==> src/mm4_pkg.sv <==
// shared types and constants for the 4x4 fixed-point matrix multiply unit
// used by the controller, the datapath and the top level; no dependencies
package mm4_pkg;

  localparam int DIM   = 4;
  localparam int CELLS = DIM * DIM;
  localparam int RC_W  = $clog2(DIM);
  localparam int IDX_W = 2 * RC_W;
  localparam int VAL_W = 32;
  // full-width sum of DIM products of two VAL_W operands
  localparam int ACC_W = 2 * VAL_W + RC_W;

  typedef struct packed {
    logic signed [VAL_W-1:0] a_value;
    logic signed [VAL_W-1:0] b_value;
    logic [IDX_W-1:0]        element_index;
    logic                    start_compute;
  } in_beat_t;

  typedef struct packed {
    logic signed [VAL_W-1:0] product_value;
    logic [RC_W-1:0]         out_row;
    logic [RC_W-1:0]         out_col;
    logic                    last_of_run;
  } out_beat_t;

  typedef struct packed {
    logic             wr_en;
    logic             rd_en;
    logic             rd_first;
    logic             rd_last;
    logic [IDX_W-1:0] rd_left_addr;
    logic [IDX_W-1:0] rd_right_addr;
    logic             load_out;
    logic [RC_W-1:0]  out_row;
    logic [RC_W-1:0]  out_col;
    logic             out_last;
  } ctrl_cmd_t;

  typedef struct packed {
    logic acc_done;
    logic out_free;
  } dp_sts_t;

endpackage

==> src/matrix4_multiply_unit.sv <==
// 4x4 signed Q16.16 matrix multiply unit, top level
// joins mm4_ctrl and mm4_datapath; uses mm4_pkg
//
// input channel (in_valid/in_ready/in_data): each beat stores a_value into A
// and b_value into B at element_index (row*4+col). a beat with start_compute
// set is stored first and then starts the product C = A x B.
// output channel (out_valid/out_ready/out_data): sixteen beats in row-major
// order, each with its row and column; last_of_run marks the final one.
// each element is the exact sum of four products, shifted right by FRAC_BITS
// (floor) and saturated to 32 bits.
// load beats are accepted back to back while idle. after the starting beat
// the unit computes one element at a time (four store reads, the multiplier
// stage and the accumulate) and starts the next only once the previous one is
// loaded into the output register, as the unit has a single shared
// multiplier and one read port per store.
// in_ready is low for the whole run and high again once the last element
// sits in the output register. a stalled receiver holds that register and
// the sequence waits for it. reset returns the unit to idle with no output
// pending; the stores keep no defined contents until written.
module matrix4_multiply_unit #(
  parameter int FRAC_BITS = 16
) (
  input  logic               clk,
  input  logic               rst,
  input  logic               in_valid,
  output logic               in_ready,
  input  mm4_pkg::in_beat_t  in_data,
  output logic               out_valid,
  input  logic               out_ready,
  output mm4_pkg::out_beat_t out_data
);

  mm4_pkg::ctrl_cmd_t cmd;
  mm4_pkg::dp_sts_t   sts;

  mm4_ctrl u_ctrl (
    .clk      (clk),
    .rst      (rst),
    .in_valid (in_valid),
    .in_ready (in_ready),
    .in_data  (in_data),
    .sts      (sts),
    .cmd      (cmd)
  );

  mm4_datapath #(.FRAC_BITS(FRAC_BITS)) u_datapath (
    .clk       (clk),
    .rst       (rst),
    .in_data   (in_data),
    .cmd       (cmd),
    .sts       (sts),
    .out_valid (out_valid),
    .out_ready (out_ready),
    .out_data  (out_data)
  );

  a_start_blocks_input: assert property (@(posedge clk) disable iff (rst)
    in_valid && in_ready && in_data.start_compute |=> !in_ready)
    else $error("input still taken after a starting beat");

  a_load_needs_sum: assert property (@(posedge clk) disable iff (rst)
    cmd.load_out |-> sts.acc_done && sts.out_free)
    else $error("result loaded without a finished sum or a free output slot");

  a_no_read_while_loading: assert property (@(posedge clk) disable iff (rst)
    cmd.rd_en |-> !cmd.wr_en)
    else $error("store read during a load beat");

  a_last_is_corner: assert property (@(posedge clk) disable iff (rst)
    out_valid |-> (out_data.last_of_run ==
                   (out_data.out_row == mm4_pkg::RC_W'(mm4_pkg::DIM - 1) &&
                    out_data.out_col == mm4_pkg::RC_W'(mm4_pkg::DIM - 1))))
    else $error("last_of_run not on the final element");

endmodule

==> src/mm4_ram.sv <==
// generic single-write, single-read ram with registered read data
// no dependencies
module mm4_ram #(
  parameter int WIDTH = 32,
  parameter int DEPTH = 16
) (
  input  logic                     clk,
  input  logic                     we,
  input  logic [$clog2(DEPTH)-1:0] waddr,
  input  logic [WIDTH-1:0]         wdata,
  input  logic                     re,
  input  logic [$clog2(DEPTH)-1:0] raddr,
  output logic [WIDTH-1:0]         rdata
);

  logic [WIDTH-1:0] mem [DEPTH];

  always_ff @(posedge clk) begin
    if (we) begin
      mem[waddr] <= wdata;
    end
    if (re) begin
      rdata <= mem[raddr];
    end
  end

endmodule

==> src/mm4_ctrl.sv <==
// sequencer for the matrix multiply: load phase, then per result cell
// four read steps and a wait for the sum and a free output slot; uses mm4_pkg
module mm4_ctrl (
  input  logic              clk,
  input  logic              rst,
  input  logic              in_valid,
  output logic              in_ready,
  input  mm4_pkg::in_beat_t in_data,
  input  mm4_pkg::dp_sts_t  sts,
  output mm4_pkg::ctrl_cmd_t cmd
);

  localparam logic [1:0] ST_IDLE = 2'd0;
  localparam logic [1:0] ST_RUN  = 2'd1;
  localparam logic [1:0] ST_WAIT = 2'd2;

  logic [1:0]                  state;
  logic [1:0]                  state_next;
  logic [mm4_pkg::IDX_W-1:0]   elem;
  logic [mm4_pkg::IDX_W-1:0]   elem_next;
  logic [mm4_pkg::RC_W-1:0]    k;
  logic [mm4_pkg::RC_W-1:0]    k_next;
  logic [mm4_pkg::RC_W-1:0]    row;
  logic [mm4_pkg::RC_W-1:0]    col;
  logic                        accept;
  logic                        last_k;
  logic                        last_cell;

  assign row       = elem[mm4_pkg::IDX_W-1:mm4_pkg::RC_W];
  assign col       = elem[mm4_pkg::RC_W-1:0];
  assign in_ready  = (state == ST_IDLE);
  assign accept    = in_valid && in_ready;
  assign last_k    = (k == mm4_pkg::RC_W'(mm4_pkg::DIM - 1));
  assign last_cell = (elem == mm4_pkg::IDX_W'(mm4_pkg::CELLS - 1));

  always_comb begin
    cmd               = '0;
    cmd.wr_en         = accept &&
                        ({1'b0, in_data.element_index} <
                         (mm4_pkg::IDX_W + 1)'(mm4_pkg::CELLS));
    cmd.rd_en         = (state == ST_RUN);
    cmd.rd_first      = (k == '0);
    cmd.rd_last       = last_k;
    cmd.rd_left_addr  = {row, k};
    cmd.rd_right_addr = {k, col};
    cmd.load_out      = (state == ST_WAIT) && sts.acc_done && sts.out_free;
    cmd.out_row       = row;
    cmd.out_col       = col;
    cmd.out_last      = last_cell;
  end

  always_comb begin
    state_next = state;
    elem_next  = elem;
    k_next     = k;
    unique case (state)
      ST_IDLE: begin
        if (accept && in_data.start_compute) begin
          state_next = ST_RUN;
          elem_next  = '0;
          k_next     = '0;
        end
      end
      ST_RUN: begin
        k_next = k + 1'b1;
        if (last_k) begin
          state_next = ST_WAIT;
        end
      end
      ST_WAIT: begin
        if (cmd.load_out) begin
          if (last_cell) begin
            state_next = ST_IDLE;
          end else begin
            state_next = ST_RUN;
            elem_next  = elem + 1'b1;
            k_next     = '0;
          end
        end
      end
      default: begin
        state_next = ST_IDLE;
      end
    endcase
  end

  always_ff @(posedge clk) begin
    if (rst) begin
      state <= ST_IDLE;
      elem  <= '0;
      k     <= '0;
    end else begin
      state <= state_next;
      elem  <= elem_next;
      k     <= k_next;
    end
  end

endmodule

==> src/mm4_datapath.sv <==
// operand stores, multiplier, accumulator, shift/saturate and output register
// uses mm4_pkg and mm4_ram
module mm4_datapath #(
  parameter int FRAC_BITS = 16
) (
  input  logic               clk,
  input  logic               rst,
  input  mm4_pkg::in_beat_t  in_data,
  input  mm4_pkg::ctrl_cmd_t cmd,
  output mm4_pkg::dp_sts_t   sts,
  output logic               out_valid,
  input  logic               out_ready,
  output mm4_pkg::out_beat_t out_data
);

  logic [mm4_pkg::VAL_W-1:0]          left_rd;
  logic [mm4_pkg::VAL_W-1:0]          right_rd;
  logic                               s1_valid;
  logic                               s1_first;
  logic                               s1_last;
  logic                               s2_valid;
  logic                               s2_first;
  logic                               s2_last;
  logic signed [2*mm4_pkg::VAL_W-1:0] prod;
  logic signed [mm4_pkg::ACC_W-1:0]   prod_ext;
  logic signed [mm4_pkg::ACC_W-1:0]   acc;
  logic signed [mm4_pkg::ACC_W-1:0]   shifted;
  logic [mm4_pkg::ACC_W-mm4_pkg::VAL_W:0] upper;
  logic signed [mm4_pkg::VAL_W-1:0]   sat_value;
  logic                               acc_done;

  mm4_ram #(.WIDTH(mm4_pkg::VAL_W), .DEPTH(mm4_pkg::CELLS)) u_left_store (
    .clk   (clk),
    .we    (cmd.wr_en),
    .waddr (in_data.element_index),
    .wdata (in_data.a_value),
    .re    (cmd.rd_en),
    .raddr (cmd.rd_left_addr),
    .rdata (left_rd)
  );

  mm4_ram #(.WIDTH(mm4_pkg::VAL_W), .DEPTH(mm4_pkg::CELLS)) u_right_store (
    .clk   (clk),
    .we    (cmd.wr_en),
    .waddr (in_data.element_index),
    .wdata (in_data.b_value),
    .re    (cmd.rd_en),
    .raddr (cmd.rd_right_addr),
    .rdata (right_rd)
  );

  // stage 2: one signed 32x32 product per step, then the accumulate and the output load
  always_ff @(posedge clk) begin
    prod     <= $signed(left_rd) * $signed(right_rd);
    s1_first <= cmd.rd_first;
    s1_last  <= cmd.rd_last;
    s2_first <= s1_first;
    s2_last  <= s1_last;
    if (s2_valid) begin
      acc <= s2_first ? prod_ext : acc + prod_ext;
    end
    if (cmd.load_out) begin
      out_data.product_value <= sat_value;
      out_data.out_row       <= cmd.out_row;
      out_data.out_col       <= cmd.out_col;
      out_data.last_of_run   <= cmd.out_last;
    end
  end

  assign prod_ext = mm4_pkg::ACC_W'(prod);

  // floor shift of the exact sum, then clamp to 32 bits
  assign shifted = acc >>> FRAC_BITS;
  assign upper   = shifted[mm4_pkg::ACC_W-1:mm4_pkg::VAL_W-1];

  always_comb begin
    if ((&upper) || !(|upper)) begin
      sat_value = shifted[mm4_pkg::VAL_W-1:0];
    end else if (upper[mm4_pkg::ACC_W-mm4_pkg::VAL_W]) begin
      sat_value = {1'b1, {(mm4_pkg::VAL_W-1){1'b0}}};
    end else begin
      sat_value = {1'b0, {(mm4_pkg::VAL_W-1){1'b1}}};
    end
  end

  always_ff @(posedge clk) begin
    if (rst) begin
      s1_valid  <= 1'b0;
      s2_valid  <= 1'b0;
      acc_done  <= 1'b0;
      out_valid <= 1'b0;
    end else begin
      s1_valid <= cmd.rd_en;
      s2_valid <= s1_valid;
      if (s2_valid && s2_last) begin
        acc_done <= 1'b1;
      end else if (cmd.load_out) begin
        acc_done <= 1'b0;
      end
      if (cmd.load_out) begin
        out_valid <= 1'b1;
      end else if (out_ready) begin
        out_valid <= 1'b0;
      end
    end
  end

  assign sts.acc_done = acc_done;
  assign sts.out_free = !out_valid || out_ready;

endmodule

==> config.mk <==
export PLATFORM = sky130hd
export DESIGN_NAME = matrix4_multiply_unit
export DESIGN_NICKNAME = d
export VERILOG_FILES = /design/src/mm4_pkg.sv /design/src/matrix4_multiply_unit.sv /design/src/mm4_ram.sv /design/src/mm4_ctrl.sv /design/src/mm4_datapath.sv
export SDC_FILE = /design/constraint.sdc
export NUM_CORES = 2
export LEC_CHECK = 0
export BUFFER_PORTS_ARGS = -buffer_cell sky130_fd_sc_hd__buf_2
export CAP_MARGIN = 20
export CORE_AREA = 3 3 468 470
export DETAILED_ROUTE_END_ITERATION = 16
export DIE_AREA = 0 0 471 473
export PLACE_DENSITY_LB_ADDON = 0.2
export SYNTH_ARGS = -nofsm -noshare
export SYNTH_HDL_FRONTEND = slang
export SYNTH_SLANG_ARGS = --single-unit
==> constraint.sdc <==
create_clock -name clk -period 10.17 [get_ports clk]
set_input_delay 2.034 -clock clk [delete_from_list [all_inputs] [get_ports clk]]
set_output_delay 2.034 -clock clk [all_outputs]
set_load 0.005 [all_outputs]
==> impl_metrics.tcl <==
set metrics [dict create \
    cp.required_ns 10.84 \
    drtIter0Drc 3597 \
    cts_root_buffer "clkbuf_16" \
    clkLatencyLatePin_ns 0.79 \
    setup_viol 0 \
    htreeDepth 4 \
    cp-start-kind "flop" \
    finalHoldViolCount 0 \
    cts-buffers-inserted 137 \
    clock_sinks 1271 \
    synthCells 6341 \
    wl_um 211800 \
    path_clk_slew_ns 0.06 \
    hold_class "reg2reg" \
    yosysWarnings 0 \
    synth_nets 7749 \
    fp-row-count 170 \
    worst_path_max_delay_cell "edfxtp_1" \
    ioPinCount 112 \
    core_sq_mm 0.2148 \
    post-cts-setup-buffers 0 \
    slew_viol_final 0 \
    min_path_cells 0 \
    dr.pass1.iters 6 \
    clock_path_buffers 3 \
    slew_headroom 0.2282 \
    rsz0062_at_grt "false" \
    dpl_cell_area_sq_mm 0.09014 \
    synth.distinct_cells 70 \
    synth-seq-cells 1271 \
    gr-total-overflow 0 \
    async_flop_share 0 \
    dpl.hpwl_um 147100 \
    worstMarginPinSlew_ns 1.158 \
    vias 48610 \
    grt_pass1_vias 52600 \
    synthFlopType "edfxtp_1" \
    grt_start_max_net_pins 79 \
    reg2regPathDepth 21 \
    crit_fanout 15 \
    crit_chain "nand2_1, fa_1, fa_1, fa_1, fa_1, inv_1, fa_1, fa_1, fa_1, fa_1, ha_1, a21o_1, a21oi_1, o221ai_1, a2111oi_0, a211oi_1, a211oi_1, o21ai_1, a311oi_1, o21bai_1, xor2_1" \
    design_area_sq_mm 0.09475 \
    seq_area_frac_synth 0.4344 \
    cts_tree "built" \
    crit_arrival_ns 9.81 \
    grt_pass1_wl_um 328800 \
    setup-tns-final_ns 0 \
    clock_skew_ns 0.03539 \
    fin_nets 7817 \
    fp.dieH_um 473 \
    mappedNetlistArea_sq_mm 0.08601 \
    ctsHoldBuffers 0 \
    portBuffers 111 \
    antenna_found_initial 35 \
    gp_congestion 0.8546 \
    final_antenna_net_count 0 \
    dieArea_sq_mm 0.2228 \
    initial_core_util 0.4004 \
    drive_gt1_frac 0.1238 \
    synthToLayoutAreaGrowth_pct 10.16 \
    finalCritPeriodShare 0.8978 \
    wl_per_cell_um 22.59 \
    cap_viol_max_count 0 \
    synth.avg_cell_area_sq_um 13.56 \
    via_per_inst 5.187 \
    cts_resized 0 \
    dieWidth_um 471 \
    crit_path_max_incr_delay_ns 1.04 \
    synth-edff-count 1191 \
    clock.fmax_ghz 0.1095 \
    worst-setup-path-type "reg2reg" \
    grt_util_all_layers 0.1933 \
    period_needed_ns 9.131 \
    dpl_worst_slack_ns 1.037 \
    drc_errors 0 \
    path_common_cell "fa_1" \
    crit_path_end_kind "flop" \
    fin_ws_ns 1.039 \
    status "completed" \
]
-- registers in the layout (all words and copies together) (netlist names), 4 cells and up --
register                        cells
u_datapath.u_right_store.mem      512
u_datapath.u_right_store.rdata     32
u_datapath.u_left_store.mem       512
u_datapath.u_left_store.rdata      32
u_datapath.acc                     66
u_ctrl.elem                         4
u_datapath.prod                    64
u_datapath.out_data                37
-- synthesized netlist by cell type, drive strengths merged, types with 5 or more instances --
| cell | number | share of area |
|---|---|---|
| a211oi | 11 | 0.00096 |
| a21o | 113 | 0.0099 |
| a21oi | 127 | 0.0074 |
| a31oi | 13 | 0.00095 |
| and2 | 530 | 0.039 |
| and3 | 15 | 0.0011 |
| buf | 30 | 0.0014 |
| clkbuf | 284 | 0.012 |
| dfxtp | 80 | 0.019 |
| edfxtp | 1191 | 0.42 |
| fa | 1083 | 0.25 |
| ha | 252 | 0.037 |
| inv | 1022 | 0.045 |
| mux4 | 320 | 0.084 |
| nand2 | 608 | 0.027 |
| nand2b | 27 | 0.0020 |
| nand3 | 32 | 0.0019 |
| nand4 | 34 | 0.0025 |
| nor2 | 116 | 0.0051 |
| nor2b | 18 | 0.0013 |
| nor3 | 28 | 0.0016 |
| nor4 | 10 | 0.00073 |
| o211ai | 7 | 0.00061 |
| o21a | 15 | 0.0013 |
| o21ai | 126 | 0.0073 |
| o21bai | 27 | 0.0024 |
| o31a | 5 | 0.00051 |
| o31ai | 8 | 0.00076 |
| or3 | 7 | 0.00051 |
| xnor2 | 82 | 0.0083 |
| xor2 | 48 | 0.0049 |
-- cell usage in the layout, fill, tap and decap left out, drive strengths merged, types with 13 or more instances in the layout --
cell and count:
edfxtp 1191, fa 1083, inv 1028, nand2 608
and2 530, mux4 320, ha 252, buf 243
clkbuf 174, a21oi 127, o21ai 126, nor2 116
a21o 113, xnor2 82, dfxtp 80, clkinv 51
xor2 48, nand4 34, nand3 32, nor3 28
nand2b 27, o21bai 27, nor2b 18, diode 16
and3 15, o21a 15, a31oi 13
-- logic make-up (layout without fill, tap and decap cells) --
logic type | count (synthesis) | after routing | synth area share
flops | 1271 | 1271 | 0.4344
simple gates | 1440 | 1440 | 0.08310
compound gates | 503 | 503 | 0.03760
other cells | 0 | 16 | 0
mux | 326 | 326 | 0.08452
buf+inv | 1336 | 1513 | 0.05840
xor+xnor | 130 | 130 | 0.01324
fa+ha+maj | 1335 | 1335 | 0.2887
-- worst paths after layout --
| path | start | endpoint | slack [ns] |
|---|---|---|---|
| setup / recovery | u_datapath.u_right_store.rdata[8] | u_datapath.prod[62] | 1.04 |
| hold / removal | u_datapath.s1_last | u_datapath.s2_last | 0.33 |
| setup reg to reg | u_datapath.u_right_store.rdata[8] | u_datapath.prod[62] | 1.04 |
| hold reg to reg | u_datapath.s1_last | u_datapath.s2_last | 0.33 |
-- layout make-up --
class,instances,area (sq um)
Multi-Input combinational cell,3734,43740
Clock buffer,174,3695
Tap cell,2838,3551
Antenna cell,16,40.04
Clock inverter,74,862.1
Inverter,1022,3837
Timing Repair Buffer,243,1632
Fill cell,19410,120100
Sequential cell,1271,37390
-- worst max-delay path, delay by kind of cell (launching register included) --
kind	cells	cell delay, ns
flops	1	1.04
xor+xnor	1	0.15
compound gates	9	2.39
fa+ha+maj	9	4.99
simple gates	1	0.36
buf+inv	1	0.06
-- metal layers --
metal	wire length, um	GRT usage
met1	96390	0.2780
met2	98670	0.3062
met3	12710	0.03840
met4	3913	0.03956
met5	70	0
-- stage by stage --
stage | util | cells | hold slack (ns)
2_1_floorplan | - | 6341 | 0.3096
3_3_place_gp | 0.4192 | 9104 | 0.3149
3_5_place_dp | 0.4196 | 9107 | 0.3147
4_1_cts | 0.4408 | 9355 | 0.3287
5_1_grt | 0.4409 | 9358 | 0.3432
6_report | 0.4411 | 9372 | 0.3262
Power is left out: the tool's default activity adds up to more than one toggle a clock period on the data nets, which glitch-free logic cannot reach.
